==> src/rtl/crcfe_pkg.sv <==
// Package for the CRC-16 message frame encoder: command type, codes, constants
// and the byte-wise CRC-16/CCITT-FALSE update. No dependencies.
`timescale 1ns / 1ps
package crcfe_pkg;

  // Largest accepted payload length of one frame
  localparam logic [7:0] MAX_PAYLOAD = 8'd64;

  localparam logic [15:0] CRC_INIT = 16'hFFFF;
  localparam logic [15:0] CRC_POLY = 16'h1021;

  // Reset values of the configuration registers
  localparam logic [7:0] SYNC_FIRST_RST  = 8'h53;
  localparam logic [7:0] SYNC_SECOND_RST = 8'h45;
  localparam logic [7:0] VERSION_RST     = 8'h02;

  // Configuration register indexes
  localparam logic [1:0] CFG_SYNC_FIRST  = 2'd0;
  localparam logic [1:0] CFG_SYNC_SECOND = 2'd1;
  localparam logic [1:0] CFG_VERSION     = 2'd2;

  // Result status codes
  localparam logic [1:0] ST_OK        = 2'd0;
  localparam logic [1:0] ST_BAD_TOPIC = 2'd1;
  localparam logic [1:0] ST_BAD_LEN   = 2'd2;

  // Byte positions inside one frame
  localparam logic [2:0] STEP_SYNC1   = 3'd0;
  localparam logic [2:0] STEP_SYNC2   = 3'd1;
  localparam logic [2:0] STEP_VERSION = 3'd2;
  localparam logic [2:0] STEP_TOPIC   = 3'd3;
  localparam logic [2:0] STEP_LEN     = 3'd4;
  localparam logic [2:0] STEP_DATA    = 3'd5;
  localparam logic [2:0] STEP_CRC_LO  = 3'd6;
  localparam logic [2:0] STEP_CRC_HI  = 3'd7;

  typedef enum logic [1:0] {
    K_START,
    K_MID,
    K_ERR_TOPIC,
    K_ERR_LEN
  } cmd_kind_e;

  typedef struct packed {
    cmd_kind_e   kind;
    logic [7:0]  topic;
    logic [7:0]  frame_length;
    logic [7:0]  data_byte;
    logic        last;
  } cmd_t;

  // Queue status seen by the front and the back
  typedef struct packed {
    logic full;
    logic empty;
  } q_stat_t;

  function automatic logic [15:0] crc_upd(input logic [15:0] crc, input logic [7:0] b);
    logic [15:0] c;
    c = crc ^ {b, 8'h00};
    for (int k = 0; k < 8; k++) begin
      if (c[15]) begin
        c = {c[14:0], 1'b0} ^ CRC_POLY;
      end else begin
        c = {c[14:0], 1'b0};
      end
    end
    return c;
  endfunction

endpackage

==> src/rtl/crcfe_front.sv <==
// Front end of the frame encoder: accepts input items, checks frame starts
// and tracks payload bytes left. Depends on crcfe_pkg.
`timescale 1ns / 1ps
module crcfe_front (
  input  logic               clk_i,
  input  logic               rst_ni,
  input  logic               in_valid_i,
  input  logic [7:0]         topic_i,
  input  logic [7:0]         frame_length_i,
  input  logic [7:0]         data_byte_i,
  input  crcfe_pkg::q_stat_t q_stat_i,
  output logic               in_ready_o,
  output logic               push_o,
  output crcfe_pkg::cmd_t    cmd_o
);
  import crcfe_pkg::*;

  logic [7:0] remaining_q, remaining_d;

  assign in_ready_o = !q_stat_i.full;
  assign push_o     = in_valid_i && !q_stat_i.full;

  always_comb begin
    remaining_d        = remaining_q;
    cmd_o.topic        = topic_i;
    cmd_o.frame_length = frame_length_i;
    cmd_o.data_byte    = data_byte_i;
    cmd_o.last         = 1'b0;
    cmd_o.kind         = K_MID;
    if (remaining_q == 8'd0) begin
      if (topic_i == 8'd0) begin
        cmd_o.kind = K_ERR_TOPIC;
      end else if (frame_length_i == 8'd0 || frame_length_i > MAX_PAYLOAD) begin
        cmd_o.kind = K_ERR_LEN;
      end else begin
        cmd_o.kind  = K_START;
        cmd_o.last  = (frame_length_i == 8'd1);
        remaining_d = frame_length_i - 8'd1;
      end
    end else begin
      cmd_o.last  = (remaining_q == 8'd1);
      remaining_d = remaining_q - 8'd1;
    end
  end

  always_ff @(posedge clk_i or negedge rst_ni) begin
    if (!rst_ni) begin
      remaining_q <= 8'd0;
    end else if (push_o) begin
      remaining_q <= remaining_d;
    end
  end

endmodule

==> src/rtl/crcfe_queue.sv <==
// Two-entry command queue between front and back of the frame encoder.
// Depends on crcfe_pkg.
`timescale 1ns / 1ps
module crcfe_queue (
  input  logic               clk_i,
  input  logic               rst_ni,
  input  logic               push_i,
  input  crcfe_pkg::cmd_t    push_cmd_i,
  input  logic               pop_i,
  output crcfe_pkg::cmd_t    head_o,
  output crcfe_pkg::q_stat_t stat_o
);
  import crcfe_pkg::*;

  cmd_t       mem_q [2];
  logic       wr_ptr_q, rd_ptr_q;
  logic [1:0] count_q;

  assign stat_o.full  = (count_q == 2'd2);
  assign stat_o.empty = (count_q == 2'd0);
  assign head_o       = mem_q[rd_ptr_q];

  always_ff @(posedge clk_i) begin
    if (push_i) begin
      mem_q[wr_ptr_q] <= push_cmd_i;
    end
  end

  always_ff @(posedge clk_i or negedge rst_ni) begin
    if (!rst_ni) begin
      wr_ptr_q <= 1'b0;
      rd_ptr_q <= 1'b0;
      count_q  <= 2'd0;
    end else begin
      if (push_i) begin
        wr_ptr_q <= !wr_ptr_q;
      end
      if (pop_i) begin
        rd_ptr_q <= !rd_ptr_q;
      end
      case ({push_i, pop_i})
        2'b10:   count_q <= count_q + 2'd1;
        2'b01:   count_q <= count_q - 2'd1;
        default: count_q <= count_q;
      endcase
    end
  end

endmodule

==> src/rtl/crcfe_back.sv <==
// Back end of the frame encoder: sequences frame bytes, runs the CRC, keeps
// the counters and holds the output register. Depends on crcfe_pkg.
`timescale 1ns / 1ps
module crcfe_back (
  input  logic               clk_i,
  input  logic               rst_ni,
  input  crcfe_pkg::cmd_t    head_i,
  input  crcfe_pkg::q_stat_t q_stat_i,
  output logic               pop_o,
  input  logic [7:0]         sync_first_i,
  input  logic [7:0]         sync_second_i,
  input  logic [7:0]         version_i,
  output logic               out_valid_o,
  input  logic               out_ready_i,
  output logic [7:0]         out_byte_o,
  output logic [1:0]         status_o,
  output logic               run_last_o,
  output logic               frame_end_o,
  output logic [31:0]        frames_sent_o,
  output logic [31:0]        bytes_sent_o
);
  import crcfe_pkg::*;

  logic        started_q;
  logic [2:0]  step_q;
  logic [15:0] crc_q, crc_d;
  logic [31:0] frames_q, frames_d;
  logic [31:0] bytes_q, bytes_d;

  logic        vld_q;
  logic [7:0]  byte_q, byte_d;
  logic [1:0]  status_q, status_d;
  logic        last_q, last_d;
  logic        fend_q, fend_d;
  logic [31:0] ofr_q, obt_q;

  logic        issue, is_err, final_step;
  logic [2:0]  eff_step;

  assign is_err   = (head_i.kind == K_ERR_TOPIC) || (head_i.kind == K_ERR_LEN);
  assign issue    = !q_stat_i.empty && (!vld_q || out_ready_i);
  assign eff_step = started_q ? step_q :
                    ((head_i.kind == K_MID) ? STEP_DATA : STEP_SYNC1);
  assign final_step = is_err ||
                      (head_i.last ? (eff_step == STEP_CRC_HI) : (eff_step == STEP_DATA));
  assign pop_o    = issue && final_step;

  always_comb begin
    byte_d   = 8'd0;
    status_d = ST_OK;
    last_d   = final_step;
    fend_d   = 1'b0;
    crc_d    = crc_q;
    frames_d = frames_q;
    bytes_d  = bytes_q;
    if (is_err) begin
      status_d = (head_i.kind == K_ERR_TOPIC) ? ST_BAD_TOPIC : ST_BAD_LEN;
    end else begin
      bytes_d = bytes_q + 32'd1;
      case (eff_step)
        STEP_SYNC1: begin
          byte_d = sync_first_i;
          crc_d  = CRC_INIT;
        end
        STEP_SYNC2:   byte_d = sync_second_i;
        STEP_VERSION: byte_d = version_i;
        STEP_TOPIC:   byte_d = head_i.topic;
        STEP_LEN:     byte_d = head_i.frame_length;
        STEP_DATA:    byte_d = head_i.data_byte;
        STEP_CRC_LO:  byte_d = crc_q[7:0];
        STEP_CRC_HI: begin
          byte_d   = crc_q[15:8];
          fend_d   = 1'b1;
          frames_d = frames_q + 32'd1;
        end
        default:      byte_d = 8'd0;
      endcase
      // version, topic, length and payload are covered by the CRC
      if (eff_step == STEP_VERSION || eff_step == STEP_TOPIC ||
          eff_step == STEP_LEN || eff_step == STEP_DATA) begin
        crc_d = crc_upd(crc_q, byte_d);
      end
    end
  end

  always_ff @(posedge clk_i or negedge rst_ni) begin
    if (!rst_ni) begin
      started_q <= 1'b0;
      step_q    <= STEP_SYNC1;
      crc_q     <= CRC_INIT;
      frames_q  <= 32'd0;
      bytes_q   <= 32'd0;
      vld_q     <= 1'b0;
    end else begin
      if (issue) begin
        vld_q    <= 1'b1;
        crc_q    <= crc_d;
        frames_q <= frames_d;
        bytes_q  <= bytes_d;
        if (final_step) begin
          started_q <= 1'b0;
        end else begin
          started_q <= 1'b1;
          step_q    <= eff_step + 3'd1;
        end
      end else if (out_ready_i) begin
        vld_q <= 1'b0;
      end
    end
  end

  always_ff @(posedge clk_i) begin
    if (issue) begin
      byte_q   <= byte_d;
      status_q <= status_d;
      last_q   <= last_d;
      fend_q   <= fend_d;
      ofr_q    <= frames_d;
      obt_q    <= bytes_d;
    end
  end

  assign out_valid_o   = vld_q;
  assign out_byte_o    = byte_q;
  assign status_o      = status_q;
  assign run_last_o    = last_q;
  assign frame_end_o   = fend_q;
  assign frames_sent_o = ofr_q;
  assign bytes_sent_o  = obt_q;

endmodule

==> src/rtl/crc16_message_frame_encoder.sv <==
// Top level of the CRC-16 message frame encoder: configuration registers and
// the front / queue / back chain. Depends on crcfe_pkg, crcfe_front,
// crcfe_queue and crcfe_back.
`timescale 1ns / 1ps
//
// Channel   | Dir | Handshake              | Payload
// ----------+-----+------------------------+-----------------------------------------
// s_axis    | in  | s_axis_tvalid/tready   | tdata: topic, frame_length, data_byte
// m_axis    | out | m_axis_tvalid/tready   | tdata: out_byte, frames_sent, bytes_sent;
//           |     |                        | tuser: status, frame_end; tlast: run_last
// cfg       | in  | cfg_we_i (no stall)    | cfg_idx_i, cfg_data_i
//
// A mid-frame payload item yields a single result, so payload streams at one item per
// cycle while the output is not stalled. The first item of a frame yields six results
// and the last one three, so the single output byte lane of the back end sets the rate
// there: one result per cycle when not stalled, at most eight results per item
// (one-byte frame). The two-entry command queue lets the front accept up to two items
// ahead while the output stalls. Each result is built from the command at the head of
// the queue and held in the back end's output register. Reset is asynchronous and
// clears all control state, counters and configuration to their defaults.
module crc16_message_frame_encoder (
  input  logic        clk_i,
  input  logic        rst_ni,
  // input items
  input  logic        s_axis_tvalid,
  output logic        s_axis_tready,
  input  logic [23:0] s_axis_tdata,   // [7:0] topic, [15:8] frame_length, [23:16] data_byte
  // result items
  output logic        m_axis_tvalid,
  input  logic        m_axis_tready,
  output logic [71:0] m_axis_tdata,   // [7:0] out_byte, [39:8] frames_sent, [71:40] bytes_sent
  output logic [2:0]  m_axis_tuser,   // [1:0] status, [2] frame_end
  output logic        m_axis_tlast,   // run_last
  // configuration writes
  input  logic        cfg_we_i,
  input  logic [1:0]  cfg_idx_i,
  input  logic [7:0]  cfg_data_i
);
  import crcfe_pkg::*;

  logic [7:0] sync_first_q, sync_second_q, version_q;

  cmd_t    push_cmd, head_cmd;
  logic    push, pop;
  q_stat_t q_stat;

  logic [7:0]  out_byte;
  logic [1:0]  status;
  logic        frame_end;
  logic [31:0] frames_sent, bytes_sent;

  // Configuration registers; an index past the last register is dropped
  always_ff @(posedge clk_i or negedge rst_ni) begin
    if (!rst_ni) begin
      sync_first_q  <= SYNC_FIRST_RST;
      sync_second_q <= SYNC_SECOND_RST;
      version_q     <= VERSION_RST;
    end else if (cfg_we_i) begin
      case (cfg_idx_i)
        CFG_SYNC_FIRST:  sync_first_q  <= cfg_data_i;
        CFG_SYNC_SECOND: sync_second_q <= cfg_data_i;
        CFG_VERSION:     version_q     <= cfg_data_i;
        default:         ;
      endcase
    end
  end

  // Classify each item and track the payload bytes left in the frame
  crcfe_front u_front (
    .clk_i          (clk_i),
    .rst_ni         (rst_ni),
    .in_valid_i     (s_axis_tvalid),
    .topic_i        (s_axis_tdata[7:0]),
    .frame_length_i (s_axis_tdata[15:8]),
    .data_byte_i    (s_axis_tdata[23:16]),
    .q_stat_i       (q_stat),
    .in_ready_o     (s_axis_tready),
    .push_o         (push),
    .cmd_o          (push_cmd)
  );

  // Decouple item acceptance from byte emission
  crcfe_queue u_queue (
    .clk_i      (clk_i),
    .rst_ni     (rst_ni),
    .push_i     (push),
    .push_cmd_i (push_cmd),
    .pop_i      (pop),
    .head_o     (head_cmd),
    .stat_o     (q_stat)
  );

  // Emit header, payload and CRC bytes, one per cycle while the output is not stalled
  crcfe_back u_back (
    .clk_i         (clk_i),
    .rst_ni        (rst_ni),
    .head_i        (head_cmd),
    .q_stat_i      (q_stat),
    .pop_o         (pop),
    .sync_first_i  (sync_first_q),
    .sync_second_i (sync_second_q),
    .version_i     (version_q),
    .out_valid_o   (m_axis_tvalid),
    .out_ready_i   (m_axis_tready),
    .out_byte_o    (out_byte),
    .status_o      (status),
    .run_last_o    (m_axis_tlast),
    .frame_end_o   (frame_end),
    .frames_sent_o (frames_sent),
    .bytes_sent_o  (bytes_sent)
  );

  assign m_axis_tdata = {bytes_sent, frames_sent, out_byte};
  assign m_axis_tuser = {frame_end, status};

endmodule
==> config.mk <==
export PLATFORM = sky130hd
export DESIGN_NAME = crc16_message_frame_encoder
export DESIGN_NICKNAME = d
export VERILOG_FILES = /design/src/rtl/crcfe_pkg.sv /design/src/rtl/crcfe_front.sv /design/src/rtl/crcfe_queue.sv /design/src/rtl/crcfe_back.sv /design/src/rtl/crc16_message_frame_encoder.sv
export SDC_FILE = /design/constraint.sdc
export NUM_CORES = 1
export LEC_CHECK = 0
export BUFFER_PORTS_ARGS = -buffer_cell sky130_fd_sc_hd__buf_2
export CORE_MARGIN = 3
export CORE_UTILIZATION = 55
export CTS_BUF_LIST = sky130_fd_sc_hd__clkbuf_2 sky130_fd_sc_hd__clkbuf_4 sky130_fd_sc_hd__clkbuf_8
export DETAILED_ROUTE_END_ITERATION = 12
export PLACE_DENSITY = 0.75
export RECOVER_POWER = 50
export SYNTH_ARGS = -nofsm -noshare
export SYNTH_HDL_FRONTEND = slang
export SYNTH_HIERARCHICAL = 1
export SYNTH_SLANG_ARGS = --single-unit
==> constraint.sdc <==
create_clock -name clk_i -period 5.18 [get_ports clk_i]
set_input_delay 1.036 -clock clk_i [delete_from_list [all_inputs] [get_ports clk_i]]
set_output_delay 1.036 -clock clk_i [all_outputs]
set_load 0.01 [all_outputs]
# Yosys cells after proc, flatten, opt, wreduce, memory -nomap -nowiden
# Memories as Yosys holds them, arrays and structs flattened.
# Index checks and enable logic that the tools add are counted.
[classes]
n_addsub = 7
n_mul = 0
div = 0
magnitude_cmp = 1
eq_ne = 19
shift = 0
n_mux = 49
bitwise_logic = 11
n_reduce_logical = 30
[op_table]
columns = ["operator", "n"]
rows = [
  ["2-to-1 mux 16 bit", 16],
  ["2-to-1 mux 13 bit", 8],
  ["2-to-1 mux 32 bit", 3],
  ["adder 32 x 1 -> 32 bit, second input constant", 2],
  ["one-hot mux 8 bit (8 select lines)", 1],
  ["2-to-1 mux 8 bit", 4],
  ["zero test 8 bit", 3],
  ["inverter 3 bit", 8],
  ["equality test 8 x 1 -> 1 bit, second input constant", 2],
  ["subtractor 8 x 1 -> 8 bit, second input constant", 2],
  ["XOR 16 bit", 1],
  ["equality test 3 bit, second input constant", 4],
  ["equality test 2 bit, second input constant", 5],
  ["2-to-1 mux 1 bit", 10],
  ["greater-than comparator 8 x 7 -> 1 bit, second input constant", 1],
  ["2-to-1 mux 2 bit", 4],
  ["AND reduction 2 bit", 4],
  ["logical OR 1 bit", 7],
  ["equality test 2 x 1 -> 1 bit, second input constant", 3],
  ["equality test 3 x 2 -> 1 bit, second input constant", 2],
  ["2-to-1 mux 3 bit", 2],
  ["AND reduction 3 bit", 2],
  ["nonzero test 2 bit", 3],
  ["zero test 1 bit", 5],
  ["other kinds (10)", 15],
]
[word_totals]
register_bits = 197
latchBits = 0
mem_bits_rw = 54
rom_bits = 0
out_inout_bits = 78
mem_count = 1
[memory_table]
columns = ["memory", "words", "word_bits", "read_ports", "rd_clocked_by_memory_dff", "write_ports", "line_no", "text"]
rows = [
  ["u_queue.mem_q", 2, 27, 1, 0, 1, "crcfe_queue.sv:15", "cmd_t mem_q [2];"],
]

# Longest topological paths before layout
# Gate-level depths: netlist of run 1.
# An unclocked memory read counts as a cell.
[depth]
ltp_word = 39
ltp_mapped = 18
depth_no_buf = 14

# By module
# The synthesis of run 1 kept the hierarchy.
[by_module_without_submodules]
columns = ["module", "instances", "cells_each", "area_each_um2", "seq_area_each_um2"]
rows = [
  ["crcfe_back", 1, 669, 7711.1, 4429.2],
  ["crcfe_queue", 1, 100, 2232.1, 1721.7],
  ["crcfe_front", 1, 134, 1018.5, 200.2],
  ["crc16_message_frame_encoder", 1, 52, 929.6, 610.6],
]

# Least setup slack after synthesis of run 1
# Ideal clock, no wire load.
[synth_timing]
path_kind = "input to register"
startpoint = "in m_axis_tready"
endpoint = "reg u_queue.count_q[1]"
arrival_ns = 4.696
t_required_ns = 5.101
path_slack_ns = 0.405
cell_stages = 9
path_buffers = 2
cell_sequence = "nand2b_1 -> nand2b_1 -> clkbuf_1 -> inv_1 -> clkbuf_1 -> and2_1 -> ha_1 -> nor2_1 -> xor2_1"
[synth_via]
elab_chain_cells = 5
word_cells_on_any_way = 7
[synth_rtl]
columns = ["element", "line_no", "text"]
rows = [
  ["start: declaration", "crc16_message_frame_encoder.sv:30", "input logic m_axis_tready,"],
  ["logical OR 1 bit (*)", "crcfe_back.sv:41", "assign issue = !q_stat_i.empty && (!vld_q || out_ready_i);"],
  ["logical AND 1 bit (*)", "crcfe_back.sv:41", ""],
  ["via u_back.issue", "crcfe_back.sv:37", "logic issue, is_err, final_step;"],
  ["logical AND 1 bit (*)", "crcfe_back.sv:46", "assign pop_o = issue && final_step;"],
  ["via pop", "crc16_message_frame_encoder.sv:44", "logic push, pop;"],
  ["equality test 2 x 1 -> 1 bit / equality test 2 bit (equally long branches)", "crcfe_queue.sv:41", "case ({push_i, pop_i})"],
  ["one-hot mux 2 bit (2 select lines) / nonzero test 2 bit (equally long branches)", "-", ""],
  ["end signal: assignment", "crcfe_queue.sv:42", "2'b10: count_q <= count_q + 2'd1;"],
  ["end signal: assignment", "crcfe_queue.sv:43", "2'b01: count_q <= count_q - 2'd1;"],
  ["end signal: assignment", "crcfe_queue.sv:44", "default: count_q <= count_q;"],
  ["end: declaration", "crcfe_queue.sv:17", "logic [1:0] count_q;"],
]
# The timed path passes the listed nets; every way through them passes the cells marked *.
# A chain may end at the register's enable or synchronous reset.

==> results of run 1 <==
==> logic make-up (layout without fill, tap and decap cells) <==
group,Yosys count,count (layout)
and+or+nand+nor,301,301
DFF,251,251
xor gates and xnor gates,160,160
AOI/OAI and AO/OA,94,94
buffers and inverters,75,228
muxes,59,59
adders and majority gates,15,15
==> power groups by stage <==
stage               combinational (mW)  sequential, mW  clock, mW
global route                      3.20            3.05       1.94
CTS                               2.97            3.00       1.84
floorplan                         2.22            3.05          0
detailed placement                2.94            3.03          0
finish                            2.92            3.00       1.79
global placement                  2.89            3.02          0
==> Yosys cell counts (3+ instances only) <==
cell type	number	share of area
buf_2	5	0.0021
nand2_1	74	0.023
dfrtp_1	97	0.20
edfxtp_1	130	0.33
or3_1	10	0.0053
nand4_1	17	0.0089
a222oi_1	6	0.0051
a31oi_1	13	0.0068
and4_1	6	0.0044
dfstp_2	24	0.053
buf_6	3	0.0028
a22oi_1	11	0.0069
nand2b_1	4	0.0021
nor2_1	86	0.027
o21a_1	3	0.0019
and2_1	9	0.0047
o22a_1	6	0.0044
o21ai_0	11	0.0046
nor4_1	10	0.0053
xnor2_1	81	0.060
clkbuf_1	19	0.0060
xor2_1	77	0.057
nor3_1	18	0.0076
buf_4	26	0.016
mux2_4	19	0.024
nand3_1	29	0.012
and3_1	17	0.0089
ha_1	15	0.016
o22ai_1	3	0.0016
nor2b_1	9	0.0047
inv_1	17	0.0054
a21oi_1	21	0.0088
mux2_2	37	0.035
==> metal layers <==
| metal | up-vias | share of wire |
|---|---|---|
| met1 | 3674 | 0.44 |
| met5 | - | 0 |
| met3 | 47 | 0.063 |
| li1 | 3618 | - |
| met4 | 0 | 0.023 |
| met2 | 277 | 0.47 |
==> area by class of cell <==
| cell class | count | area share |
|---|---|---|
| Clock buffer | 58 | 0.0543 |
| Clock inverter | 21 | 0.0112 |
| Inverter | 19 | 0.00564 |
| Multi-Input combinational cell | 629 | 0.336 |
| Sequential cell | 251 | 0.523 |
| Tap cell | 275 | 0.0259 |
| Timing Repair Buffer | 130 | 0.0439 |
==> flip-flops by register name, summed over array words and instances, names as in the netlist, 16 cells and up <==
name	count
u_back/bytes_q	32
u_queue/mem_q	54
u_back/crc_q	16
u_back/frames_sent_o	32
u_back/bytes_sent_o	32
u_back/frames_q	32
==> path summary, 6_finish.rpt <==
| kind | cells after the start | start | to |
|---|---|---|---|
| min | 1 | u_queue/count_q[1] | u_queue/count_q[1] |
| max reg2reg | 15 | u_queue/rd_ptr_q | u_back/crc_q[7] |
| max | 15 | u_queue/rd_ptr_q | u_back/crc_q[7] |
| max in group asynchronous | 2 | rst_ni | sync_second_q[7] |
| min reg2reg | 1 | u_queue/count_q[1] | u_queue/count_q[1] |
| min in group asynchronous | 1 | rst_ni | u_back/frames_q[15] |
==> worst reg2reg max path, stage by stage, from the launching register on <==
cell and delay [ns]:
dfrtp_1 0.42, mux2_1 0.43, nor3b_1 0.11, buf_4 0.17
a21oi_1 0.28, inv_1 0.11, ha_1 0.24, ha_1 0.38
or3_1 0.51, or3_1 0.47, nor2_1 0.18, a31oi_2 0.08
xnor2_1 0.36, xnor2_1 0.16, xnor2_1 0.14, a21oi_1 0.17
==> metrics by stage <==
stage               std cells  setup slack [ns]  area, µm²
floorplan                 955             0.405      11900
global placement         1304              1.16      12600
detailed placement       1304              1.00      12600
CTS                      1383              1.01      13400
global route             1383             0.369      13300
finish                   1383             0.899      13300
==> out/metrics.csv, run 1 <==
metric,value,unit
gp weighted congestion,0.881,
Global Route met2 Usage,0.328,
final max-slew violation count,131,
switch share,0.360,
sequential fraction of the synthesis area,0.585,
Sinks on Clock Net,251,
slew margin rel.,-0.734,
first-pass GRT wire length,38800,µm
part of the cycle the worst path needs,0.827,
Top delay family on crit path,simple AND/OR/NAND/NOR gates,
chip width,153,µm
row cnt,53,
simple-gate share of the synthesized area,0.125,
fmax,234,MHz
Netlist Area Pre-Place,11900,µm²
# nets final,1128,
Worst setup EP type,register,
WP data required,5.66,ns
clock share of power,0.232,
GRT overflow,0,
clk_skew,0.0225,ns
reg2reg setup slack,0.90,ns
Skew-Pair Late Insertion Delay,0.55,ns
Sequential Power Share,0.390,
vias,7616,
Final min period,4.28,ns
vias in the first global route,7442,
Sequential Area,6960,µm²
I/O pins,117,
# hold bufs at CTS,0,
Arrival @ worst endpoint,4.76,ns
most frequent cells in the layout,"130 x edfxtp_1, 97 x dfrtp_1, 85 x nor2_1, 81 x xnor2_1, 77 x xor2_1",
Peak supply drop,0.000283,V
Compound-Gate Fraction of Synth Area,0.0543,
"most common cell after layout, fill and taps aside",edfxtp_1,
Max Cap Viol,5,
ratio of cells with drive above 1 in the final layout,0.195,
Buf/Inv on CP,2,
hold_ws,0.488,ns
largest family of logic cells by synthesized area,simple AND/OR/NAND/NOR gates,
Final setup viols,0,
Filler cells,1689,
DRT Pass-1 Iters,5,
failing checks,"capacitance limit, slew limit",
CP cell instances,mux2_1 > nor3b_1 > buf_4 > a21oi_1 > inv_1 > ha_1 > ha_1 > or3_1 > or3_1 > nor2_1 > a31oi_2 > xnor2_1 > xnor2_1 > xnor2_1 > a21oi_1,
crit start category,register,
CTS buffer count,43,
CTS tree,yes,
synth warn,6,
Sw Pwr,2.78,mW
power share of the combinational group,0.379,
grt met1 use,0.280,
most used routing layer in global routing,met2,
die height,153,µm
total global-route track usage,0.203,
Post-synth EDFFs,130,
Gate Count Post-Synth,955,
Area Growth Syn to Fin,11.9,%
power density cells,579,nW/µm²
diode count,0,
DRT iter0 DRCs,408,
Core Area,21200,µm²
Final Util,0.629,
"Distinct cells, synth",66,
M3 GR Usage,0.0411,
Int Power,4.93,mW
"CTS clk-pin slew, worst paths",0.06,ns
via-per-instance ratio,5.51,
syn nets,1009,
DR WL/cell,17.3,µm
Post-CTS Setup Bufs,0,
Multi-input gate area,4470,µm²
die area,23400,µm²
Root Buffer Master,clkbuf_8,
H-tree depth,2,
Critical Path Max Stage Delay,0.51,ns
Post-DRT Antenna Nets,0,
RSZ-0062 raised after global routing,no,
kind of path behind the tightest hold check,reg -> reg,
# DRC,0,
Pwr Total,7.71,mW
DPL Wire Length,16500,µm
leakage power figure,4.96,nW
"FF+latch count, synth",251,
result of the run,"finished, violations left",
I/O Buffers,116,
CP Max Fanout,14,
pin count of the biggest net entering global routing,50,
PostCTS Resize Cnt,0,
CP max stage cell,or3_1,
"Async S/R FF share, synth",0.482,
Final Hold Vio Count,0,
post-synthesis mux area share,0.0629,
Post-Synth Adder-Cell Area,0.0158,
clk buf depth,3,
Synth Flop Type,edfxtp_1,
Setup TNS,0,ns
Post-Syn Area per Cell,12.5,µm²
initial antenna violation count,0,
post-synthesis xor/xnor area fraction,0.119,
worst slew pin tran,2.60,ns
kind of critical path,reg -> reg,
final WL,23900,µm
initial core utilization,0.562,
most frequent cell on the critical path,xnor2_1,
Power figures use the tool's default switching activity.
==> inputs of run 2 (changes only) <==
- PLACE_DENSITY: 0.75 -> 0.78
- clock period: 5.18 -> 3.64 ns (I/O delays scaled with it)
==> run 2 against run 1 <==
Critical endpoint is now u_back/crc_q[15]. Power up 45%. Combinational power rose by 56%. Critical path type unchanged. Largest cell class unchanged. The run still ends with capacitance limit, slew limit left. Count of clock-buffer cells in the layout is 1 higher.
==> out/metrics.csv, run 2 (synthesis gave the netlist of run 1 again) <==
metric,value,unit,change
H-tree depth,2,,unchanged
Final Hold Vio Count,0,,unchanged
Top delay family on crit path,XOR/XNOR gates,,was simple AND/OR/NAND/NOR gates
I/O Buffers,116,,unchanged
Sinks on Clock Net,251,,unchanged
Max Cap Viol,1,,was 5
power density cells,836,nW/µm²,was 579 nW/µm²
initial antenna violation count,1,,was 0
Arrival @ worst endpoint,3.89,ns,was 4.76 ns
DRT Pass-1 Iters,6,,was 5
ratio of cells with drive above 1 in the final layout,0.201,,was 0.195
RR Startpoint,u_queue/rd_ptr_q,,unchanged
total global-route track usage,0.203,,about the same
CP max stage cell,or3b_4,,was or3_1
leakage power figure,5.01,nW,was 4.96 nW
part of the cycle the worst path needs,0.949,,was 0.827
dpl cell area,12700,µm²,"was 12,600 µm²"
DRT iter0 DRCs,500,,was 408
vias,7770,,"was 7,616"
CTS buffer count,41,,was 43
most frequent cell on the critical path,xor2_2,,was xnor2_1
Area Growth Syn to Fin,12.7,%,was 11.9%
initial core utilization,0.562,,unchanged
first-pass GRT wire length,39100,µm,"was 38,800 µm"
crit start category,register,,unchanged
Critical Path Max Stage Delay,0.45,ns,was 0.51 ns
Crit. path cell count,14,,was 15
crit path launch,u_queue/rd_ptr_q,,unchanged
"CTS clk-pin slew, worst paths",0.06,ns,about the same
cell area after layout,13400,µm²,"was 13,300 µm²"
reg2reg setup slack,0.19,ns,was 0.90 ns
CTS tree,yes,,unchanged
Root Buffer Master,clkbuf_8,,unchanged
Skew-Pair Late Insertion Delay,0.55,ns,about the same
gp weighted congestion,0.939,,was 0.881
final WL,24300,µm,"was 23,900 µm"
CP cell instances,mux2_2 > or3b_4 > nand2_4 > inv_4 > ha_1 > buf_4 > a22oi_1 > a31oi_1 > mux2i_2 > xor2_2 > xor2_2 > xnor2_2 > xor2_1 > a21oi_1,,was mux2_1 > nor3b_1 > buf_4 > a21oi_1 > inv_1 > ha_1 > ha_1 > or3_1 > or3_1 > nor2_1 > a31oi_2 > xnor2_1 > xnor2_1 > xnor2_1 > a21oi_1
Final setup viols,0,,unchanged
Core Area,21200,µm²,unchanged
most frequent cells in the layout,"130 x edfxtp_1, 97 x dfrtp_1, 95 x clkbuf_1, 85 x nor2_1, 78 x xnor2_1",,"was 130 x edfxtp_1, 97 x dfrtp_1, 85 x nor2_1, 81 x xnor2_1, 77 x xor2_1"
CP Max Fanout,13,,was 14
FF-to-FF End,u_back/crc_q[15],,was u_back/crc_q[7]
DR WL/cell,17.3,µm,about the same
GRT overflow,0,,unchanged
result of the run,"finished, violations left",,unchanged
Buf/Inv on CP,2,,unchanged
kind of critical path,reg -> reg,,unchanged
chip width,153,µm,unchanged
Worst Reg-to-Reg Cells,14,,was 15
Post-DRT Antenna Nets,0,,unchanged
Worst setup EP type,register,,unchanged
kind of path behind the tightest hold check,in -> reg,,was reg -> reg
failing checks,"capacitance limit, slew limit",,unchanged
fmax,290,MHz,was 234 MHz
via-per-instance ratio,5.55,,was 5.51
Peak supply drop,0.000509,V,was 0.000283 V
crit path to,u_back/crc_q[15],,was u_back/crc_q[7]
Pwr Total,11.2,mW,was 7.71 mW
# nets final,1144,,"was 1,128"
worst slew pin tran,1.53,ns,was 2.60 ns
row cnt,53,,unchanged
slew margin rel.,-0.0207,,was -0.734
I/O pins,117,,unchanged
vias in the first global route,7658,,"was 7,442"
final max-slew violation count,9,,was 131
"most common cell after layout, fill and taps aside",edfxtp_1,,unchanged
pin count of the biggest net entering global routing,58,,was 50
Largest Register,u_queue/mem_q,,unchanged
clk_skew,0.0226,ns,was 0.0225 ns
# DRC,0,,unchanged
# hold bufs at CTS,0,,unchanged
clk buf depth,3,,unchanged
die height,153,µm,unchanged
max FFs per register,54,,unchanged
DPL Wire Length,17000,µm,"was 16,500 µm"
WP data required,4.08,ns,was 5.66 ns
die area,23400,µm²,unchanged
Final min period,3.45,ns,was 4.28 ns
-- run 2: cell types whose count changed in the layout (fill, tap and decap cells not counted), sizes merged --
cell,change
diode,+1
bufinv,-2
buf,-2
clkbuf,+21
clkinv,-2
-- run 2: repair_timing --
| item | 4_1_cts | 5_1_grt |
|---|---|---|
| setup endpoints to repair | 0 | 19 |
| buffers inserted | 0 | 6 |
| gates resized for setup | 0 | 7 |
-- run 2: routing by layer --
metal	GRT usage	share of wire	wire, µm
met1	0.285	0.44	10600
met2	0.330	0.49	11800
met3	0.0343	0.059	1440
met4	0.0594	0.019	471
met5	0	0	0
-- run 2: power by group --
group	switching [mW]	leakage (nW)	internal (mW)
Combinational	2.56	2.05	2.00
Clock	1.10	0.427	1.26
Sequential	0.413	2.53	3.87
Total	4.07	5.01	7.13
-- run 2: through the flow --
| step | setup TNS (ns) | setup WS, ns | utilization | hold WS [ns] | instances |
|---|---|---|---|---|---|
| after global routing | -0.0416 | -0.0416 | 0.633 | 0.352 | 1399 |
| after global placement | 0 | 0.190 | 0.599 | 0.475 | 1316 |
| after floorplan | 0 | 0.00326 | - | 0.432 | 955 |
| after detailed placement | 0 | 0.0504 | 0.599 | 0.475 | 1316 |
| final | 0 | 0.186 | 0.633 | 0.371 | 1399 |
| after CTS | 0 | 0.0515 | 0.636 | 0.258 | 1392 |
-- run 2: worst min-delay path by stage --
stage,from,endpoint,slack (ns),cells past startpoint
after CTS,rst_ni,u_back/frames_q[28],0.26,1
after detailed placement,u_back/frames_q[31],u_back/frames_q[31],0.48,1
after floorplan,rst_ni,sync_first_q[2],0.43,0
final,s_axis_tdata[23],u_queue/mem_q[0][8],0.37,1
after global routing,s_axis_tdata[19],u_queue/mem_q[0][4],0.35,1
after global placement,u_queue/count_q[1],u_queue/count_q[1],0.47,1
-- run 2: layout make-up --
cell class	instances	area (µm²)
Fill cell	1680	7760
Sequential cell	251	6960
Multi-Input combinational cell	629	4530
Clock buffer	59	706
Timing Repair Buffer	148	689
Tap cell	275	344
Clock inverter	17	87.6
Inverter	19	75.1
Antenna cell	1	2.50
-- run 2: worst register-to-register path, cell delays in order (launching register included) --
cell	delay [ns]
dfrtp_1	0.40
mux2_2	0.40
or3b_4	0.45
nand2_4	0.09
inv_4	0.07
ha_1	0.20
buf_4	0.18
a22oi_1	0.22
a31oi_1	0.14
mux2i_2	0.26
xor2_2	0.29
xor2_2	0.20
xnor2_2	0.17
xor2_1	0.19
a21oi_1	0.09
==> inputs of run 3 (changes only) <==
- CORE_UTILIZATION: 55 -> 54
- CTS_BUF_LIST: sky130_fd_sc_hd__clkbuf_2 sky130_fd_sc_hd__clkbuf_4 sky130_fd_sc_hd__clkbuf_8 -> default
- PLACE_DENSITY: 0.78 -> 0.77
==> run 3 against run 2 <==
Via count fell by 2.6%. Sequential power about the same. Clock power up 5%. Highest routed layer unchanged. Routed wire length decreased by 2.2%. Core utilization down 0.50 points. The flow still finishes with violations (capacitance limit, slew limit). Clock skew is 0.0095 ns lower. Critical path depth grew 1. Largest power group unchanged. Combinational power increased by 2%. Global-route usage down 0.91 points.
==> out/metrics.csv, run 3 (synthesis gave the netlist of run 1 again) <==
metric,value,unit,change
result of the run,"finished, violations left",,unchanged
failing checks,"capacitance limit, slew limit",,unchanged
Setup TNS,0,ns,unchanged
cell area after layout,13400,µm²,about the same
die area,23800,µm²,"was 23,400 µm²"
via-per-instance ratio,5.54,,was 5.55
CTS tree,yes,,unchanged
chip width,154,µm,was 153 µm
fmax,287,MHz,was 290 MHz
pin count of the biggest net entering global routing,80,,was 58
DRT iter0 DRCs,451,,was 500
Sw Pwr,4.07,mW,about the same
Skew-Pair Late Insertion Delay,0.54,ns,was 0.55 ns
# hold bufs at CTS,0,,unchanged
first-pass GRT wire length,38000,µm,"was 39,100 µm"
Peak supply drop,0.000522,V,was 0.000509 V
final max-slew violation count,52,,was 9
Max Cap Viol,2,,was 1
H-tree depth,1,,was 2
Core Area,21400,µm²,"was 21,200 µm²"
# nets final,1125,,"was 1,144"
Area Growth Syn to Fin,12.8,%,was 12.7%
diode count,0,,was 1
DR WL/cell,17.4,µm,was 17.3 µm
row cnt,53,,unchanged
kind of critical path,reg -> reg,,unchanged
# DRC,0,,unchanged
RSZ-0062 raised after global routing,yes,,
kind of path behind the tightest hold check,in -> reg,,unchanged
initial core utilization,0.557,,was 0.562
DRT Pass-1 Iters,5,,was 6
clk buf depth,3,,unchanged
"CTS clk-pin slew, worst paths",0.07,ns,was 0.06 ns
I/O pins,117,,unchanged
met2 wire len,11200,µm,"was 11,800 µm"
Largest Register,u_queue/mem_q,,unchanged
CTS buffer count,26,,was 41
hold_ws,0.386,ns,was 0.371 ns
power density cells,848,nW/µm²,was 836 nW/µm²
max FFs per register,54,,unchanged
Final setup viols,0,,unchanged
I/O Buffers,116,,unchanged
initial antenna violation count,0,,was 1
slew margin rel.,-0.608,,was -0.0207
met1 WL,10500,µm,"was 10,600 µm"
Worst setup EP type,register,,unchanged
Post-DRT Antenna Nets,0,,unchanged
final WL,23700,µm,"was 24,300 µm"
Final min period,3.49,ns,was 3.45 ns
gp weighted congestion,0.919,,was 0.939
clk_skew,0.0131,ns,was 0.0226 ns
routed wl met3,1570,µm,was 1440 µm
clock share of power,0.217,,was 0.211
CP Max Fanout,13,,unchanged
WP data required,4.08,ns,about the same
Arrival @ worst endpoint,3.93,ns,was 3.89 ns
Final Hold Vio Count,0,,unchanged
GRT overflow,0,,unchanged
"most common cell after layout, fill and taps aside",edfxtp_1,,unchanged
leakage power figure,4.96,nW,was 5.01 nW
Int Power,7.31,mW,was 7.13 mW
worst slew pin tran,2.41,ns,was 1.53 ns
power share of the combinational group,0.407,,about the same
part of the cycle the worst path needs,0.959,,was 0.949
Sinks on Clock Net,251,,unchanged
most frequent cells in the layout,"130 x edfxtp_1, 105 x clkbuf_1, 97 x dfrtp_1, 85 x nor2_1, 76 x xnor2_1",,"was 130 x edfxtp_1, 97 x dfrtp_1, 95 x clkbuf_1, 85 x nor2_1, 78 x xnor2_1"
max layer used,met4,,unchanged
crit start category,register,,unchanged
dpl cell area,12700,µm²,about the same
Sequential Power Share,0.376,,was 0.382
die height,154,µm,was 153 µm
DPL Wire Length,16400,µm,"was 17,000 µm"
vias in the first global route,7352,,"was 7,658"
Filler cells,1691,,"was 1,680"
total global-route track usage,0.194,,was 0.203
Root Buffer Master,clkbuf_16,,was clkbuf_8
switch share,0.357,,was 0.364
vias,7567,,"was 7,770"
ratio of cells with drive above 1 in the final layout,0.177,,was 0.201
[run 3: power by group through the flow]
stage	Clock (mW)	Sequential, mW	Combinational (mW)
2_1_floorplan	0	4.33	3.18
3_3_place_gp	0	4.29	4.27
3_5_place_dp	0	4.31	4.34
4_1_cts	2.54	4.26	4.36
5_1_grt	2.65	4.36	5.04
6_report	2.47	4.28	4.63
[run 3: stage by stage]
step	util	power (mW)	std cells	setup WS, ns
finish	0.628	11.4	1366	0.150
detailed placement	0.593	8.64	1314	0.0790
CTS	0.630	11.2	1362	0.0106
global route	0.628	12.0	1366	-0.0570
floorplan	-	7.51	955	0.00326
global placement	0.593	8.56	1314	0.180
[run 3: metal layers]
layer	vias up	GRT usage
li1	3603	-
met1	3670	0.278
met2	264	0.319
met3	30	0.0297
met4	0	0.0408
met5	-	0
[run 3: final cells by class]
| type | count | area (µm²) | area share |
|---|---|---|---|
| Multi-Input combinational cell | 629 | 4560 | 0.340 |
| Timing Repair Buffer | 144 | 676 | 0.0504 |
| Inverter | 19 | 75.1 | 0.00559 |
| Sequential cell | 251 | 6960 | 0.519 |
| Clock inverter | 14 | 106 | 0.00793 |
| Clock buffer | 34 | 691 | 0.0515 |
| Tap cell | 275 | 344 | 0.0256 |
[run 3: timing repair]
item / 4_1_cts / 5_1_grt
setup buffers: 0 / 4
endpoints found under the setup margin: 0 / 19
resized for setup: 0 / 11
[run 3: worst paths after layout]
kind,start,endpoint,slack [ns],cells past startpoint
setup / recovery,u_queue/rd_ptr_q,u_back/crc_q[5],0.15,15
hold reg to reg,u_queue/count_q[1],u_queue/count_q[1],0.48,1
max in group asynchronous,rst_ni,sync_first_q[5],1.32,1
min in group asynchronous,rst_ni,u_back/frames_q[9],0.92,1
setup reg to reg,u_queue/rd_ptr_q,u_back/crc_q[5],0.15,15
hold / removal,s_axis_tdata[17],u_queue/mem_q[0][2],0.39,1
[run 3: critical path: stages, from the launching register on]
cell and delay (ns):
dfrtp_1 0.41, mux2_4 0.33, nor3b_2 0.17, a21oi_2 0.20
inv_1 0.10, ha_1 0.23, ha_1 0.21, buf_4 0.19
a22oi_1 0.28, a31oi_2 0.16, mux2i_4 0.25, xor2_4 0.23
xor2_2 0.21, xnor2_2 0.17, xor2_1 0.18, a21oi_1 0.08
